File: src/rtl/antialiased_line_rasterizer_top_defines.svh
// ----------------------------------------------------------------------------
// Assertion macros for the antialiased line rasterizer
// Concurrent checks on the rising clock, quiet while reset is high.
// Define ASSERT_OFF to compile the checks away.
// ----------------------------------------------------------------------------
`ifndef ANTIALIASED_LINE_RASTERIZER_TOP_DEFINES_SVH
`define ANTIALIASED_LINE_RASTERIZER_TOP_DEFINES_SVH

`ifndef ASSERT_OFF
`define ALR_ASSERT(lbl, prop, msg) \
   lbl: assert property (@(posedge clock) disable iff (reset) (prop)) else $error(msg);
`define ALR_ASSERT_NEVER(lbl, expr, msg) \
   `ALR_ASSERT(lbl, !(expr), msg)
`else
`define ALR_ASSERT(lbl, prop, msg)
`define ALR_ASSERT_NEVER(lbl, expr, msg)
`endif

`endif

File: src/rtl/alr_pkg.sv
// ----------------------------------------------------------------------------
// Antialiased line rasterizer package
// Field widths, parameter defaults and the control types shared by the
// top level and the pixel walker.
// ----------------------------------------------------------------------------
package alr_pkg;

   localparam int FIELD_W         = 6;
   localparam int INTEN_W         = 8;
   localparam int COORD_BITS_DEF  = 6;
   localparam int FRAC_BITS_DEF   = 15;

   localparam logic [INTEN_W-1:0] INTEN_FULL = 8'hFF;

   typedef struct packed {
      logic start;
      logic oct_err;
   } alr_walk_ctl_type;

   typedef struct packed {
      logic busy;
      logic done;
   } alr_walk_stat_type;

endpackage

File: src/rtl/alr_if.sv
// ----------------------------------------------------------------------------
// Antialiased line rasterizer channels
// Valid/ready channels for line commands and for pixel results.
// ----------------------------------------------------------------------------
interface alr_req_if;
   import alr_pkg::*;

   logic               valid;
   logic               ready;
   logic [FIELD_W-1:0] x_start;
   logic [FIELD_W-1:0] y_start;
   logic [FIELD_W-1:0] x_end;
   logic [FIELD_W-1:0] y_end;

   modport source (output valid, output x_start, output y_start, output x_end,
                   output y_end, input ready);
   modport sink   (input valid, input x_start, input y_start, input x_end,
                   input y_end, output ready);
endinterface

interface alr_rsp_if;
   import alr_pkg::*;

   logic               valid;
   logic               ready;
   logic [FIELD_W-1:0] pixel_x;
   logic [FIELD_W-1:0] pixel_y;
   logic [INTEN_W-1:0] intensity;
   logic               last;
   logic               octant_error;

   modport source (output valid, output pixel_x, output pixel_y, output intensity,
                   output last, output octant_error, input ready);
   modport sink   (input valid, input pixel_x, input pixel_y, input intensity,
                   input last, input octant_error, output ready);
endinterface

File: src/rtl/alr_sub_unit.sv
// ----------------------------------------------------------------------------
// Shared compare-subtract unit
// One subtractor with its borrow used as the greater-or-equal flag; serves
// every restoring division and square root step.
// ----------------------------------------------------------------------------
module alr_sub_unit #(
   parameter int WIDTH = 19
) (
   input  logic [WIDTH-1:0] lhs,
   input  logic [WIDTH-1:0] rhs,
   output logic [WIDTH-1:0] diff,
   output logic             ge
);
   logic [WIDTH:0] wide_diff;

   assign wide_diff = {1'b0, lhs} - {1'b0, rhs};
   assign diff      = wide_diff[WIDTH-1:0];
   assign ge        = ~wide_diff[WIDTH];
endmodule

File: src/rtl/alr_setup.sv
// ----------------------------------------------------------------------------
// Line setup sequencer
// Computes the unit steps a = dx/len and b = dy/len in fixed point with a
// restoring division and a digit-by-digit square root on the shared unit.
// ----------------------------------------------------------------------------
module alr_setup #(
   parameter int COORD_BITS = 6,
   parameter int FRAC_BITS  = 15
) (
   input  logic                  clock,
   input  logic                  reset,
   input  logic                  start,
   input  logic [COORD_BITS-1:0] dx,
   input  logic [COORD_BITS-1:0] dy,
   output logic                  done,
   output logic [FRAC_BITS:0]    step_along,
   output logic [FRAC_BITS:0]    step_across
);
   import alr_pkg::*;

   localparam int SQ_W      = 2 * COORD_BITS;
   localparam int L2_W      = 2 * COORD_BITS + 1;
   localparam int REM_W     = 2 * COORD_BITS + 1;
   localparam int DT_W      = 2 * COORD_BITS + 2;
   localparam int Q_W       = 2 * FRAC_BITS + 1;
   localparam int V_W       = 2 * FRAC_BITS + 2;
   localparam int ROOT_W    = FRAC_BITS + 1;
   localparam int SR_W      = FRAC_BITS + 3;
   localparam int ST_W      = FRAC_BITS + 5;
   localparam int UW        = (DT_W > ST_W) ? DT_W : ST_W;
   localparam int DIV_LAST  = 2 * FRAC_BITS;
   localparam int SQRT_LAST = FRAC_BITS;
   localparam int CNT_W     = $clog2(2 * FRAC_BITS + 1);

   localparam logic [2:0] P_IDLE   = 3'd0;
   localparam logic [2:0] P_SQUARE = 3'd1;
   localparam logic [2:0] P_SUM    = 3'd2;
   localparam logic [2:0] P_DIV    = 3'd3;
   localparam logic [2:0] P_SQRT   = 3'd4;

   logic [2:0]        state_ff, state_in;
   logic [SQ_W-1:0]   sq_dx_ff, sq_dx_in;
   logic [SQ_W-1:0]   sq_dy_ff, sq_dy_in;
   logic [L2_W-1:0]   len2_ff, len2_in;
   logic              sel_ff, sel_in;
   logic [REM_W-1:0]  rem_ff, rem_in;
   logic              dvd_bit_ff, dvd_bit_in;
   logic [Q_W-1:0]    quo_ff, quo_in;
   logic [V_W-1:0]    rad_ff, rad_in;
   logic [ROOT_W-1:0] root_ff, root_in;
   logic [SR_W-1:0]   srem_ff, srem_in;
   logic [CNT_W-1:0]  cnt_ff, cnt_in;
   logic [ROOT_W-1:0] along_ff, along_in;
   logic [ROOT_W-1:0] across_ff, across_in;
   logic              done_ff, done_in;

   logic [DT_W-1:0]   div_trial;
   logic [ST_W-1:0]   sqrt_lhs;
   logic [ROOT_W+1:0] sqrt_rhs;
   logic [UW-1:0]     unit_lhs, unit_rhs, unit_diff;
   logic              unit_ge;
   logic [Q_W-1:0]    quo_next;
   logic [ROOT_W-1:0] root_next;

   assign div_trial = {rem_ff, dvd_bit_ff};
   assign sqrt_lhs  = {srem_ff, rad_ff[V_W-1:V_W-2]};
   assign sqrt_rhs  = {root_ff, 2'b01};
   assign unit_lhs  = (state_ff == P_DIV) ? UW'(div_trial) : UW'(sqrt_lhs);
   assign unit_rhs  = (state_ff == P_DIV) ? UW'(len2_ff) : UW'(sqrt_rhs);
   assign quo_next  = {quo_ff[Q_W-2:0], unit_ge};
   assign root_next = {root_ff[ROOT_W-2:0], unit_ge};

   alr_sub_unit #(.WIDTH(UW)) u_sub (
      .lhs  (unit_lhs),
      .rhs  (unit_rhs),
      .diff (unit_diff),
      .ge   (unit_ge)
   );

   always_comb begin
      state_in   = state_ff;
      sq_dx_in   = sq_dx_ff;
      sq_dy_in   = sq_dy_ff;
      len2_in    = len2_ff;
      sel_in     = sel_ff;
      rem_in     = rem_ff;
      dvd_bit_in = dvd_bit_ff;
      quo_in     = quo_ff;
      rad_in     = rad_ff;
      root_in    = root_ff;
      srem_in    = srem_ff;
      cnt_in     = cnt_ff;
      along_in   = along_ff;
      across_in  = across_ff;
      done_in    = 1'b0;
      case (state_ff)
         P_IDLE: begin
            if (start) begin
               if ((dx == '0) && (dy == '0)) begin
                  // zero length: no division, both steps zero
                  along_in  = '0;
                  across_in = '0;
                  done_in   = 1'b1;
               end else begin
                  state_in = P_SQUARE;
               end
            end
         end
         P_SQUARE: begin
            sq_dx_in = SQ_W'(dx) * SQ_W'(dx);
            sq_dy_in = SQ_W'(dy) * SQ_W'(dy);
            state_in = P_SUM;
         end
         P_SUM: begin
            len2_in = L2_W'(sq_dx_ff) + L2_W'(sq_dy_ff);
            sel_in  = 1'b0;
            // top bits of dx*dx << 2F already sit below len2
            rem_in     = REM_W'(sq_dx_ff >> 1);
            dvd_bit_in = sq_dx_ff[0];
            quo_in     = '0;
            cnt_in     = '0;
            state_in   = P_DIV;
         end
         P_DIV: begin
            rem_in     = unit_ge ? unit_diff[REM_W-1:0] : div_trial[REM_W-1:0];
            quo_in     = quo_next;
            dvd_bit_in = 1'b0;
            if (cnt_ff == CNT_W'(DIV_LAST)) begin
               rad_in   = V_W'(quo_next);
               srem_in  = '0;
               root_in  = '0;
               cnt_in   = '0;
               state_in = P_SQRT;
            end else begin
               cnt_in = cnt_ff + CNT_W'(1);
            end
         end
         P_SQRT: begin
            srem_in = unit_ge ? unit_diff[SR_W-1:0] : sqrt_lhs[SR_W-1:0];
            root_in = root_next;
            rad_in  = rad_ff << 2;
            if (cnt_ff == CNT_W'(SQRT_LAST)) begin
               cnt_in = '0;
               if (!sel_ff) begin
                  along_in   = root_next;
                  sel_in     = 1'b1;
                  rem_in     = REM_W'(sq_dy_ff >> 1);
                  dvd_bit_in = sq_dy_ff[0];
                  quo_in     = '0;
                  state_in   = P_DIV;
               end else begin
                  across_in = root_next;
                  done_in   = 1'b1;
                  state_in  = P_IDLE;
               end
            end else begin
               cnt_in = cnt_ff + CNT_W'(1);
            end
         end
         default: begin
            state_in = P_IDLE;
         end
      endcase
   end

   always_ff @(posedge clock) begin
      if (reset) begin
         state_ff <= P_IDLE;
         sel_ff   <= 1'b0;
         cnt_ff   <= '0;
         done_ff  <= 1'b0;
      end else begin
         state_ff <= state_in;
         sel_ff   <= sel_in;
         cnt_ff   <= cnt_in;
         done_ff  <= done_in;
      end
   end

   always_ff @(posedge clock) begin
      sq_dx_ff   <= sq_dx_in;
      sq_dy_ff   <= sq_dy_in;
      len2_ff    <= len2_in;
      rem_ff     <= rem_in;
      dvd_bit_ff <= dvd_bit_in;
      quo_ff     <= quo_in;
      rad_ff     <= rad_in;
      root_ff    <= root_in;
      srem_ff    <= srem_in;
      along_ff   <= along_in;
      across_ff  <= across_in;
   end

   assign done        = done_ff;
   assign step_along  = along_ff;
   assign step_across = across_ff;
endmodule

File: src/rtl/alr_walker.sv
// ----------------------------------------------------------------------------
// Pixel walker
// Steps the Bresenham decision variable and the fixed-point distance one
// pixel per transfer and holds each result in the output register.
// ----------------------------------------------------------------------------
module alr_walker #(
   parameter int COORD_BITS = 6,
   parameter int FRAC_BITS  = 15
) (
   input  logic                           clock,
   input  logic                           reset,
   input  alr_pkg::alr_walk_ctl_type      ctl,
   output alr_pkg::alr_walk_stat_type     stat,
   input  logic [COORD_BITS-1:0]          x_start,
   input  logic [COORD_BITS-1:0]          y_start,
   input  logic [COORD_BITS-1:0]          x_end,
   input  logic [COORD_BITS-1:0]          y_end,
   input  logic [FRAC_BITS:0]             step_along,
   input  logic [FRAC_BITS:0]             step_across,
   input  logic                           rsp_ready,
   output logic                           rsp_valid,
   output logic [alr_pkg::FIELD_W-1:0]    pixel_x,
   output logic [alr_pkg::FIELD_W-1:0]    pixel_y,
   output logic [alr_pkg::INTEN_W-1:0]    intensity,
   output logic                           last,
   output logic                           octant_error
);
   import alr_pkg::*;

   localparam int DIST_W = FRAC_BITS + 3;
   localparam int DEC_W  = COORD_BITS + 3;
   localparam int PROD_W = FRAC_BITS + 9;
   localparam logic [FRAC_BITS:0]  FIX_ONE  = {1'b1, {FRAC_BITS{1'b0}}};
   localparam logic [PROD_W-1:0]   FIX_HALF = PROD_W'(FIX_ONE >> 1);

   logic                         busy_ff, busy_in;
   logic                         err_ff, err_in;
   logic [COORD_BITS-1:0]        x_ff, x_in;
   logic [COORD_BITS-1:0]        y_ff, y_in;
   logic signed [DEC_W-1:0]      dec_ff, dec_in;
   logic signed [DIST_W-1:0]     dist_ff, dist_in;
   logic                         vld_ff, vld_in;
   logic [FIELD_W-1:0]           px_ff, px_in;
   logic [FIELD_W-1:0]           py_ff, py_in;
   logic [INTEN_W-1:0]           int_ff, int_in;
   logic                         last_ff, last_in;
   logic                         oerr_ff, oerr_in;
   logic                         done_c;

   logic [COORD_BITS-1:0]        dx, dy;
   logic signed [DEC_W-1:0]      two_dy, two_dx, dec_init;
   logic signed [DIST_W-1:0]     a_s, b_s;
   logic [DIST_W-1:0]            mag;
   logic [FRAC_BITS:0]           cov;
   logic [PROD_W-1:0]            scaled;
   logic [INTEN_W-1:0]           inten;
   logic                         slot_free, emit, at_end, at_point;

   assign dx       = x_end - x_start;
   assign dy       = y_end - y_start;
   assign two_dy   = $signed({2'b00, dy, 1'b0});
   assign two_dx   = $signed({2'b00, dx, 1'b0});
   assign dec_init = two_dy - $signed({3'b000, dx});
   assign a_s      = $signed(DIST_W'(step_along));
   assign b_s      = $signed(DIST_W'(step_across));

   // coverage = clamp(1 - |d|), scaled by 255 and rounded half up
   assign mag    = dist_ff[DIST_W-1] ? DIST_W'(-dist_ff) : DIST_W'(dist_ff);
   assign cov    = (mag >= DIST_W'(FIX_ONE)) ? '0 : FIX_ONE - mag[FRAC_BITS:0];
   assign scaled = (PROD_W'(cov) << 8) - PROD_W'(cov) + FIX_HALF;
   assign inten  = scaled[FRAC_BITS+7:FRAC_BITS];

   assign slot_free = !vld_ff || rsp_ready;
   assign emit      = busy_ff && slot_free;
   assign at_end    = (x_ff == x_end);
   assign at_point  = ((x_ff == x_start) && (y_ff == y_start)) ||
                      ((x_ff == x_end) && (y_ff == y_end));

   always_comb begin
      busy_in = busy_ff;
      err_in  = err_ff;
      x_in    = x_ff;
      y_in    = y_ff;
      dec_in  = dec_ff;
      dist_in = dist_ff;
      vld_in  = vld_ff && !rsp_ready;
      px_in   = px_ff;
      py_in   = py_ff;
      int_in  = int_ff;
      last_in = last_ff;
      oerr_in = oerr_ff;
      done_c  = 1'b0;
      if (ctl.start) begin
         busy_in = 1'b1;
         err_in  = ctl.oct_err;
         x_in    = x_start;
         y_in    = y_start;
         dec_in  = dec_init;
         dist_in = '0;
      end else if (emit) begin
         vld_in = 1'b1;
         if (err_ff) begin
            px_in   = '0;
            py_in   = '0;
            int_in  = '0;
            last_in = 1'b1;
            oerr_in = 1'b1;
            busy_in = 1'b0;
            done_c  = 1'b1;
         end else begin
            px_in   = FIELD_W'(x_ff);
            py_in   = FIELD_W'(y_ff);
            int_in  = at_point ? INTEN_FULL : inten;
            last_in = at_end;
            oerr_in = 1'b0;
            if (at_end) begin
               busy_in = 1'b0;
               done_c  = 1'b1;
            end else begin
               // advance x; advance y too on a diagonal step
               x_in = x_ff + COORD_BITS'(1);
               if (dec_ff[DEC_W-1]) begin
                  dec_in  = dec_ff + two_dy;
                  dist_in = dist_ff - b_s;
               end else begin
                  dec_in  = dec_ff + two_dy - two_dx;
                  dist_in = dist_ff + (a_s - b_s);
                  y_in    = y_ff + COORD_BITS'(1);
               end
            end
         end
      end
   end

   always_ff @(posedge clock) begin
      if (reset) begin
         busy_ff <= 1'b0;
         err_ff  <= 1'b0;
         vld_ff  <= 1'b0;
      end else begin
         busy_ff <= busy_in;
         err_ff  <= err_in;
         vld_ff  <= vld_in;
      end
   end

   always_ff @(posedge clock) begin
      x_ff    <= x_in;
      y_ff    <= y_in;
      dec_ff  <= dec_in;
      dist_ff <= dist_in;
      px_ff   <= px_in;
      py_ff   <= py_in;
      int_ff  <= int_in;
      last_ff <= last_in;
      oerr_ff <= oerr_in;
   end

   assign stat.busy    = busy_ff;
   assign stat.done    = done_c;
   assign rsp_valid    = vld_ff;
   assign pixel_x      = px_ff;
   assign pixel_y      = py_ff;
   assign intensity    = int_ff;
   assign last         = last_ff;
   assign octant_error = oerr_ff;
endmodule

File: src/rtl/antialiased_line_rasterizer_top.sv
// ----------------------------------------------------------------------------
// Antialiased line rasterizer, top level
// Accepts one first-octant line command and emits one coverage result per
// pixel from the start column to the end column.
// ----------------------------------------------------------------------------
// Takes one line at a time. After the command transfer the setup sequencer
// forms the squared length and then uses one shared compare-subtract unit,
// which runs the restoring division and the square root for a and then for b.
// The walker then emits dx+1 pixels, one per cycle while the sink takes every
// transfer; the output register lets the next command transfer while the
// final pixel still waits. A single-point line skips the division and square
// root; a command outside the first octant gives one error result without
// running the setup sequencer.
// ----------------------------------------------------------------------------
`include "antialiased_line_rasterizer_top_defines.svh"

module antialiased_line_rasterizer_top #(
   parameter int COORD_BITS = alr_pkg::COORD_BITS_DEF,
   parameter int FRAC_BITS  = alr_pkg::FRAC_BITS_DEF
) (
   input logic        clock,
   input logic        reset,
   alr_req_if.sink    req_bus,
   alr_rsp_if.source  rsp_bus
);
   import alr_pkg::*;

   localparam logic [1:0] S_IDLE  = 2'd0;
   localparam logic [1:0] S_SETUP = 2'd1;
   localparam logic [1:0] S_WALK  = 2'd2;

   logic [1:0]            state_ff, state_in;
   logic [COORD_BITS-1:0] xs_ff, xs_in;
   logic [COORD_BITS-1:0] ys_ff, ys_in;
   logic [COORD_BITS-1:0] xe_ff, xe_in;
   logic [COORD_BITS-1:0] ye_ff, ye_in;
   logic                  oerr_ff, oerr_in;
   logic                  setup_go_ff, setup_go_in;
   logic                  walk_go_ff, walk_go_in;

   logic [COORD_BITS-1:0] in_xs, in_ys, in_xe, in_ye;
   logic                  accept, oct_bad;
   logic                  setup_done;
   logic [FRAC_BITS:0]    step_along, step_across;
   alr_walk_ctl_type      walk_ctl;
   alr_walk_stat_type     walk_stat;

   assign in_xs   = req_bus.x_start[COORD_BITS-1:0];
   assign in_ys   = req_bus.y_start[COORD_BITS-1:0];
   assign in_xe   = req_bus.x_end[COORD_BITS-1:0];
   assign in_ye   = req_bus.y_end[COORD_BITS-1:0];
   assign oct_bad = (in_xe < in_xs) || (in_ye < in_ys) ||
                    ((in_ye - in_ys) > (in_xe - in_xs));

   assign req_bus.ready = (state_ff == S_IDLE);
   assign accept        = req_bus.valid && req_bus.ready;

   always_comb begin
      state_in    = state_ff;
      xs_in       = xs_ff;
      ys_in       = ys_ff;
      xe_in       = xe_ff;
      ye_in       = ye_ff;
      oerr_in     = oerr_ff;
      setup_go_in = 1'b0;
      walk_go_in  = 1'b0;
      case (state_ff)
         S_IDLE: begin
            if (accept) begin
               xs_in   = in_xs;
               ys_in   = in_ys;
               xe_in   = in_xe;
               ye_in   = in_ye;
               oerr_in = oct_bad;
               // a rejected command needs no steps
               if (oct_bad) begin
                  walk_go_in = 1'b1;
                  state_in   = S_WALK;
               end else begin
                  setup_go_in = 1'b1;
                  state_in    = S_SETUP;
               end
            end
         end
         S_SETUP: begin
            if (setup_done) begin
               walk_go_in = 1'b1;
               state_in   = S_WALK;
            end
         end
         S_WALK: begin
            if (walk_stat.done) begin
               state_in = S_IDLE;
            end
         end
         default: begin
            state_in = S_IDLE;
         end
      endcase
   end

   always_ff @(posedge clock) begin
      if (reset) begin
         state_ff    <= S_IDLE;
         oerr_ff     <= 1'b0;
         setup_go_ff <= 1'b0;
         walk_go_ff  <= 1'b0;
      end else begin
         state_ff    <= state_in;
         oerr_ff     <= oerr_in;
         setup_go_ff <= setup_go_in;
         walk_go_ff  <= walk_go_in;
      end
   end

   always_ff @(posedge clock) begin
      xs_ff <= xs_in;
      ys_ff <= ys_in;
      xe_ff <= xe_in;
      ye_ff <= ye_in;
   end

   alr_setup #(
      .COORD_BITS (COORD_BITS),
      .FRAC_BITS  (FRAC_BITS)
   ) u_setup (
      .clock       (clock),
      .reset       (reset),
      .start       (setup_go_ff),
      .dx          (xe_ff - xs_ff),
      .dy          (ye_ff - ys_ff),
      .done        (setup_done),
      .step_along  (step_along),
      .step_across (step_across)
   );

   assign walk_ctl.start   = walk_go_ff;
   assign walk_ctl.oct_err = oerr_ff;

   alr_walker #(
      .COORD_BITS (COORD_BITS),
      .FRAC_BITS  (FRAC_BITS)
   ) u_walker (
      .clock        (clock),
      .reset        (reset),
      .ctl          (walk_ctl),
      .stat         (walk_stat),
      .x_start      (xs_ff),
      .y_start      (ys_ff),
      .x_end        (xe_ff),
      .y_end        (ye_ff),
      .step_along   (step_along),
      .step_across  (step_across),
      .rsp_ready    (rsp_bus.ready),
      .rsp_valid    (rsp_bus.valid),
      .pixel_x      (rsp_bus.pixel_x),
      .pixel_y      (rsp_bus.pixel_y),
      .intensity    (rsp_bus.intensity),
      .last         (rsp_bus.last),
      .octant_error (rsp_bus.octant_error)
   );

   `ALR_ASSERT(a_no_cmd_while_walking, accept |-> !walk_stat.busy, "command taken while walking")
   `ALR_ASSERT(a_setup_done_in_setup, setup_done |-> (state_ff == S_SETUP), "stray setup done")
   `ALR_ASSERT(a_walk_start_in_walk, walk_go_ff |-> (state_ff == S_WALK), "walk start outside walk")
   `ALR_ASSERT_NEVER(a_error_is_last, rsp_bus.valid && rsp_bus.octant_error && !rsp_bus.last,
                     "error result not marked last")
endmodule

File: src/flat_wrapper.sv
// flat-port wrapper written by rule: the top's interface ports become plain ports
module antialiased_line_rasterizer_top_flat import alr_pkg::*;
#(
   parameter int COORD_BITS = alr_pkg::COORD_BITS_DEF,
   parameter int FRAC_BITS  = alr_pkg::FRAC_BITS_DEF
)
  (clock, reset, req_bus_valid, req_bus_x_start, req_bus_y_start, req_bus_x_end, req_bus_y_end, req_bus_ready, rsp_bus_valid, rsp_bus_pixel_x, rsp_bus_pixel_y, rsp_bus_intensity, rsp_bus_last, rsp_bus_octant_error, rsp_bus_ready);
  alr_req_if req_bus_i ();
  alr_rsp_if rsp_bus_i ();
  input logic clock;
  input logic reset;
  input wire logic [$bits(req_bus_i.valid)-1:0] req_bus_valid;
  input wire logic [$bits(req_bus_i.x_start)-1:0] req_bus_x_start;
  input wire logic [$bits(req_bus_i.y_start)-1:0] req_bus_y_start;
  input wire logic [$bits(req_bus_i.x_end)-1:0] req_bus_x_end;
  input wire logic [$bits(req_bus_i.y_end)-1:0] req_bus_y_end;
  output wire logic [$bits(req_bus_i.ready)-1:0] req_bus_ready;
  output wire logic [$bits(rsp_bus_i.valid)-1:0] rsp_bus_valid;
  output wire logic [$bits(rsp_bus_i.pixel_x)-1:0] rsp_bus_pixel_x;
  output wire logic [$bits(rsp_bus_i.pixel_y)-1:0] rsp_bus_pixel_y;
  output wire logic [$bits(rsp_bus_i.intensity)-1:0] rsp_bus_intensity;
  output wire logic [$bits(rsp_bus_i.last)-1:0] rsp_bus_last;
  output wire logic [$bits(rsp_bus_i.octant_error)-1:0] rsp_bus_octant_error;
  input wire logic [$bits(rsp_bus_i.ready)-1:0] rsp_bus_ready;
  assign req_bus_i.valid = req_bus_valid;
  assign req_bus_i.x_start = req_bus_x_start;
  assign req_bus_i.y_start = req_bus_y_start;
  assign req_bus_i.x_end = req_bus_x_end;
  assign req_bus_i.y_end = req_bus_y_end;
  assign req_bus_ready = req_bus_i.ready;
  assign rsp_bus_valid = rsp_bus_i.valid;
  assign rsp_bus_pixel_x = rsp_bus_i.pixel_x;
  assign rsp_bus_pixel_y = rsp_bus_i.pixel_y;
  assign rsp_bus_intensity = rsp_bus_i.intensity;
  assign rsp_bus_last = rsp_bus_i.last;
  assign rsp_bus_octant_error = rsp_bus_i.octant_error;
  assign rsp_bus_i.ready = rsp_bus_ready;
  antialiased_line_rasterizer_top #(.COORD_BITS(COORD_BITS), .FRAC_BITS(FRAC_BITS)) u_core (.clock(clock), .reset(reset), .req_bus(req_bus_i), .rsp_bus(rsp_bus_i));
endmodule
File: config.mk
export PLATFORM = sky130hd
export DESIGN_NAME = antialiased_line_rasterizer_top_flat
export DESIGN_NICKNAME = d
export VERILOG_FILES = /design/src/rtl/alr_pkg.sv /design/src/rtl/alr_if.sv /design/src/rtl/alr_sub_unit.sv /design/src/rtl/alr_setup.sv /design/src/rtl/alr_walker.sv /design/src/rtl/antialiased_line_rasterizer_top.sv /design/src/flat_wrapper.sv
export VERILOG_INCLUDE_DIRS = /design/src /design/src/rtl
export SDC_FILE = /design/constraint.sdc
export NUM_CORES = 1
export LEC_CHECK = 0
export BUFFER_PORTS_ARGS = -buffer_cell sky130_fd_sc_hd__buf_2
export CAP_MARGIN = 20
export CORE_MARGIN = 3
export CORE_UTILIZATION = 61
export CTS_CLUSTER_SIZE = 14
export DETAILED_ROUTE_END_ITERATION = 7
export PLACE_DENSITY = 0.78
export SKIP_LAST_GASP = 1
export SLEW_MARGIN = 40
export SYNTH_ARGS = -nofsm -noshare
export SYNTH_HDL_FRONTEND = slang
export SYNTH_SLANG_ARGS = --single-unit
File: constraint.sdc
create_clock -name clock -period 17.2 [get_ports clock]
set_clock_uncertainty 0.15 [all_clocks]
set_input_delay 1.72 -clock clock [delete_from_list [all_inputs] [get_ports clock]]
set_output_delay 1.72 -clock clock [all_outputs]
set_load 0.01 [all_outputs]
==> Yosys cells after proc, flatten, opt, wreduce, memory -nomap -nowiden <==
Index checks and enable logic that the tools add are counted.
{ "op_classes": {"n_bitwise": 6, "n_mul": 2, "mux": 82, "eq_ne": 25, "n_reduce_logical": 36, "addsub": 19, "magnitude_cmp": 4} }
{ "ops": {"columns": ["cell", "count"], "rows": [
  ["$mux W16", 8],
  ["$pmux W16 S2", 3],
  ["$mux W18", 5],
  ["$pmux W30 S3", 1],
  ["$pmux W32 S2", 1],
  ["$mux W30", 2],
  ["$mux W6", 9],
  ["$mux W9", 5],
  ["$mux W13", 3],
  ["$pmux W13 S3", 1],
  ["$pmux W18 S2", 1],
  ["$mux W32", 1],
  ["$eq A6 B6 Y1", 4],
  ["$mul A6 B6 Y12", 2],
  ["$sub A6 B6 Y6", 4],
  ["$add A23 B15 Y23 const B", 1],
  ["$sub A23 B16 Y23", 1],
  ["$mux W1", 22],
  ["$sub A20 B18 Y21", 1],
  ["$mux W20", 1],
  ["$add A18 B17 Y18", 1],
  ["$ge A18 B16 Y1 const B", 1],
  ["$neg A18 Y18", 1],
  ["$sub A18 B17 Y18", 1],
  ["42 further kinds", 94]
]} }
{ "word_totals": {"out_inout_bits": 24, "reg_bits": 282, "elab_cells": 209, "input_bits": 28} }

==> Longest topological paths before layout <==
{ "depth": {"word_depth": 8, "ltp_mapped": 26, "mapped_depth_nobuf": 24} }

==> Cells and area by module <==
From an unflattened synthesis, not the netlist that was laid out.
{ "unflattened": {"cells_unflattened": 2149, "area_unflattened_um2": 20367.0} }
{ "by_module_without_submodules": {"columns": ["mod", "cells_per_inst", "area_per_inst_um2", "seq_area_each_um2", "n_inst"], "rows": [
  ["alr_setup", 821, 9339.0, 5515.3, 1],
  ["alr_walker", 968, 7832.5, 1681.6, 1],
  ["antialiased_line_rasterizer_top", 197, 2060.7, 820.8, 1],
  ["alr_sub_unit", 163, 1134.8, 0.0, 1]
]} }

==> Least setup slack after synthesis <==
No wires, ideal clock.
{ "synth_timing": {"path_kind": "register -> register", "startpoint": "register u_core.u_setup.state_ff[1]", "endpoint": "register u_core.u_setup.rad_ff[0], enable pin", "stages_incl_launch_ff": 6, "path_slack_ns": 10.730, "setup_time_ns": 0.581, "arrival_ns": 5.738, "period_less_slack_ns": 6.470, "n_path_buf": 2, "cell_sequence": "dfxtp_1 > clkbuf_1 > nor2b_1 > nand2_1 > clkbuf_1 > o21ai_0"} }
{ "synth_via": {"elab_chain_cells": 3, "elab_cells_between_ends": 5, "classes_between": "eq/ne (3); reduce/logical (2)"} }
{ "synth_rtl": {"columns": ["item", "line_no", "rtl"], "rows": [
  ["from (decl)", "alr_setup.sv:41", "logic [2:0] state_ff, state_in;"],
  ["from (signal assigned)", "alr_setup.sv:173", "state_ff <= state_in;"],
  ["$eq A3 B2 Y1 or $eq A3 B3 Y1 (tied branches)", "alr_setup.sv:96", "case (state_ff)"],
  ["$ne A2 B1 Y1 (no line) or $reduce_bool A2 Y1 (tied branches)", null, null],
  ["$reduce_and A2 Y1 (no line) *", null, null],
  ["to (signal assigned)", "alr_setup.sv:187", "rad_ff <= rad_in;"],
  ["to (decl)", "alr_setup.sv:49", "logic [V_W-1:0] rad_ff, rad_in;"]
]} }
Every way passes the cells marked *; elsewhere a longest branch is shown, timed or not.
A chain may end at the register's enable or synchronous reset.

==> Worst setup path in the final report <==
{ "layout_timing": {"startpoint": "register u_core.u_walker.dist_ff[0]", "endpoint": "register u_core.u_walker.int_ff[4] (netlist: u_core.u_walker.intensity[4]), data pin"} }
{ "layout_via": {"elab_chain_cells": 7, "elab_cells_between_ends": 8, "classes_between": "add/sub (4); order compare (1); mux (3)"} }
{ "layout_rtl": {"columns": ["item", "line_no", "rtl"], "rows": [
  ["from (decl)", "alr_walker.sv:41", "logic signed [DIST_W-1:0] dist_ff, dist_in;"],
  ["from (signal assigned)", "alr_walker.sv:151", "dist_ff <= dist_in;"],
  ["$neg A18 Y18", "alr_walker.sv:68", "assign mag = dist_ff[DIST_W-1] ? DIST_W'(-dist_ff) : DIST_W'(dist_ff);"],
  ["$mux W18 *", "alr_walker.sv:68", null],
  ["$sub A16 B16 Y16 or $ge A18 B16 Y1 (tied branches)", "alr_walker.sv:69", "assign cov = (mag >= DIST_W'(FIX_ONE)) ? '0 : FIX_ONE - mag[FRAC_BITS:0];"],
  ["$mux W16 *", "alr_walker.sv:69", null],
  ["$sub A23 B16 Y23 *", "alr_walker.sv:70", "assign scaled = (PROD_W'(cov) << 8) - PROD_W'(cov) + FIX_HALF;"],
  ["$add A23 B15 Y23 *", "alr_walker.sv:70", null],
  ["$mux W8 *", "alr_walker.sv:113", "int_in = at_point ? INTEN_FULL : inten;"],
  ["to (signal assigned)", "alr_walker.sv:154", "int_ff <= int_in;"],
  ["to (decl)", "alr_walker.sv:45", "logic [INTEN_W-1:0] int_ff, int_in;"]
]} }
Marks and branches as above.

==> key figures <==
Setup path
  – Worst setup SP type: register
  – Crit end category: register
  – Largest fanout on the critical path: 10
  – Arr. time, crit path: 6090 ps
  – Kind of critical path: reg -> reg
  – WP data required: 17,320 ps

GRT
  – Vias in the first global route: ~14,000
  – Antenna violations before repair: 0
  – GR Overflow Total: 0
  – All-Layer GR Usage: 0.2416
  – First-pass GRT wire length: 66,960 µm
  – Maximum number of pins on one net before global-route repair: between 60 and 70

Floorplanning
  – Io pins: between 50 and 60
  – Initial Util: 0.6251
  – DIE AREA: ~33,000 µm²
  – Chip height: around 180 µm
  – Die X: approximately 180 µm
  – Placeable Area: approximately 30,000 µm²
  – Row count: 63

Timing
  – Worst-margin pin slew: about 850 ps
  – Final setup vio count: 0
  – Max Freq: roughly 0.17 GHz
  – Min Clock Period, post-route: about 6000 ps
  – Final Hold Violating Endpoints: 0
  – Fin crit share: 0.3473
  – Fin. max-slew vios: 0
  – Slew HR: 0.4323
  – Setup TNS: 0 ps
  – RSZ-0062 raised after global routing: no

Yosys
  – Synthesized Nets: between 2,000 and 2,500
  – Ys Warns: 0
  – Sequential element share of the synthesized area: 0.4293
  – Mapped Cells: between 1,500 and 2,000
  – Top FF cell, synth: edfxtp_1
  – Cell variety after synth: 81
  – Post-synth top area share: 0.3907
  – Count leader, synth: nand2_1
  – Yosys reg bits: ~280
  – List of most frequent post-synthesis cells: 255 x nand2_1, 243 x edfxtp_1, 163 x ha_1, 144 x nor2_1, 143 x inv_1
  – Ranking of synthesized cells by area: edfxtp_1 39%, ha_1 11%, nand2_1 5.1%
  – Cell taking the most area after synthesis: edfxtp_1
  – Syn Std Cell Area: roughly 19,000 µm²
  – Number of flops mapped to enable cells by yosys: between 200 and 250
  – Syn avg cell area: just under 10 µm²
  – Synth async-reset ratio: 0

Clocking
  – Cts hold-fix bufs: 0
  – # resized after CTS: 0
  – # H-tree levels: 1
  – Clk sink count: ~280
  – Postcts setup bufs: 0
  – Clk Latency, worst-skew pair: roughly 570 ps
  – CTS tree: yes
  – Max Root-Sink Buffers: 3
  – CTS Buf Count: 30
  – Clk slew on worst S/H paths: roughly 60 ps
  – Root buf cell: clkbuf_16

Final layout
  – Layout area overhead: 9.018%
  – Layout cell share with drive strength beyond 1: 0.08078
  – FILL cells: roughly 2,200
  – NumNets Final: roughly 2,100
  – ANT cells: 0
  – Core Util, Final: 0.6815

Detailed routing
  – Final ANT Viol Nets: 0
  – Final wirelength: between 40,000 and 50,000 µm
  – Via-to-Cell Ratio: roughly 6
  – DRT Pass-1 Iters: 5
  – Initial DRC Count: 1,019
  – Wire length per cell: approximately 17 µm
  – Via count: between 10,000 and 15,000
  – Drt drc: 0

Power
  – Worst vdd ir: between 0.0001 and 0.00015 V
  – Lkg Pwr: between 8 and 9 nW
  – PwrDens: roughly 170 nW/µm²

Status
  – Status: complete, no violations

Place
  – DP HPWL: 29,050 µm
  – I/O Buffers: 51
  – Routability cong.: ~0.87

Flow run
  – Max-cap violations: 0

Min path
  – Min-Delay Path Class: reg -> reg
power breakdown:
group	switching (mW)	internal [mW]
clock	0.270	0.401
combinational	0.997	0.800
sequential	0.0926	0.905
total	1.36	2.11
layout make-up:
class | instances | area [µm²] | area share
Clock buffer | 39 | 825.8 | 0.04056
Sequential cell | 279 | 8019 | 0.3939
Timing Repair Buffer | 65 | 367.9 | 0.01807
Inverter | 146 | 548.0 | 0.02692
Clock inverter | 17 | 224.0 | 0.01100
Tap cell | 390 | 488.0 | 0.02397
Multi-Input combinational cell | 1410 | 9887 | 0.4856
cell families (layout without fill, tap and decap cells):
| logic type | after synthesis | count (layout) | share of synthesized area |
|---|---|---|---|
| DFF | 279 | 279 | 0.4293 |
| and+or+nand+nor | 657 | 657 | 0.1660 |
| muxes | 30 | 30 | 0.01648 |
| buffers and inverters | 220 | 267 | 0.04502 |
| adders and majority gates | 189 | 189 | 0.1371 |
| xor gates and xnor gates | 164 | 164 | 0.07691 |
| AOI/OAI and AO/OA | 370 | 370 | 0.1292 |
layout by cell type, fill, tap and decap left out, types with 6 or more instances in the layout:
cell type,Yosys,final
nand2_1,255,255
edfxtp_1,243,243
ha_1,163,163
inv_1,143,142
nor2_1,144,140
a21oi_1,130,129
xnor2_1,106,105
o21ai_0,68,66
xor2_1,58,57
buf_2,0,51
and3_1,48,48
nor3_1,42,41
dfxtp_1,36,35
nor2b_1,34,34
nand3_1,34,34
a21o_1,32,32
clkbuf_16,0,31
fa_1,26,26
mux2i_1,24,24
o21a_1,24,24
nand2b_1,18,18
o21bai_1,15,15
or3_1,13,13
nand4_1,13,13
a211oi_1,12,12
buf_4,0,12
a221o_1,11,11
and2_1,10,10
or2_2,7,7
o31ai_1,7,7
nor3b_1,8,7
a31oi_1,7,7
mux2_2,6,6
clkbuf_1,64,6
worst max-delay path, cell delays in order (launching register included):
cell and delay, ps:
dfxtp_1 340, inv_1 200, ha_1 390, nor2b_1 570
nand3_1 220, o21ai_0 240, xor2_1 290, nor3b_1 450
nand3_1 170, xnor2_1 210, nand2_1 130, ha_1 360
ha_1 320, nor2b_1 130, o21ai_0 140, nand2_1 120
a2bb2oi_2 180, o31ai_2 120, o41ai_4 350, and2b_1 230
nor2_1 110, xor2_1 180, a21oi_1 90
state kept, by name (all words and copies together), names as in the netlist, 6 cells and up:
name / flops
u_core.u_setup.len2_ff: 13
u_core.u_setup.quo_ff: 30
u_core.u_setup.rad_ff: 32
u_core.u_setup.rem_ff: 13
u_core.u_setup.root_ff: 16
u_core.u_setup.sq_dx_ff: 11
u_core.u_setup.sq_dy_ff: 11
u_core.u_setup.srem_ff: 18
u_core.u_setup.step_across: 16
u_core.u_setup.step_along: 16
u_core.u_walker.dec_ff: 8
u_core.u_walker.dist_ff: 18
u_core.u_walker.intensity: 8
u_core.u_walker.pixel_x: 6
u_core.u_walker.pixel_y: 6
u_core.u_walker.x_ff: 6
u_core.u_walker.y_ff: 6
u_core.xe_ff: 6
u_core.xs_ff: 6
u_core.ye_ff: 6
u_core.ys_ff: 6
metal layers:
| metal | vias to the layer above | wire (µm) | track usage |
|---|---|---|---|
| met5 | - | 0 | 0 |
| met4 | 0 | 1088 | 0.07160 |
| met3 | 92 | 1806 | 0.02718 |
| met2 | 390 | 19370 | 0.4175 |
| met1 | 6772 | 17830 | 0.3237 |
| li1 | 6824 | - | - |
stage by stage:
step                total power [mW]  setup slack, ps  instances  hold WS, ps  area (µm²)
floorplan                      2.422            10730       1909        308.6       18680
global placement               2.704            11620       2289        320.9       19260
detailed placement             2.779            11310       2289        324.4       19290
CTS                            3.464            11300       2345        343.8       20340
global route                   3.744            10730       2346        386.0       20360
finish                         3.466            11230       2346        344.9       20360
worst paths after layout:
kind | cells after the start | slack (ps) | from | end
max | 22 | 11230 | u_core.u_walker.dist_ff[0] | u_core.u_walker.intensity[4]
min | 2 | 340 | u_core.u_walker.busy_ff | u_core.u_walker.busy_ff
max reg2reg | 22 | 11230 | u_core.u_walker.dist_ff[0] | u_core.u_walker.intensity[4]
min reg2reg | 2 | 340 | u_core.u_walker.busy_ff | u_core.u_walker.busy_ff
(Power assumes the default switching activity.)
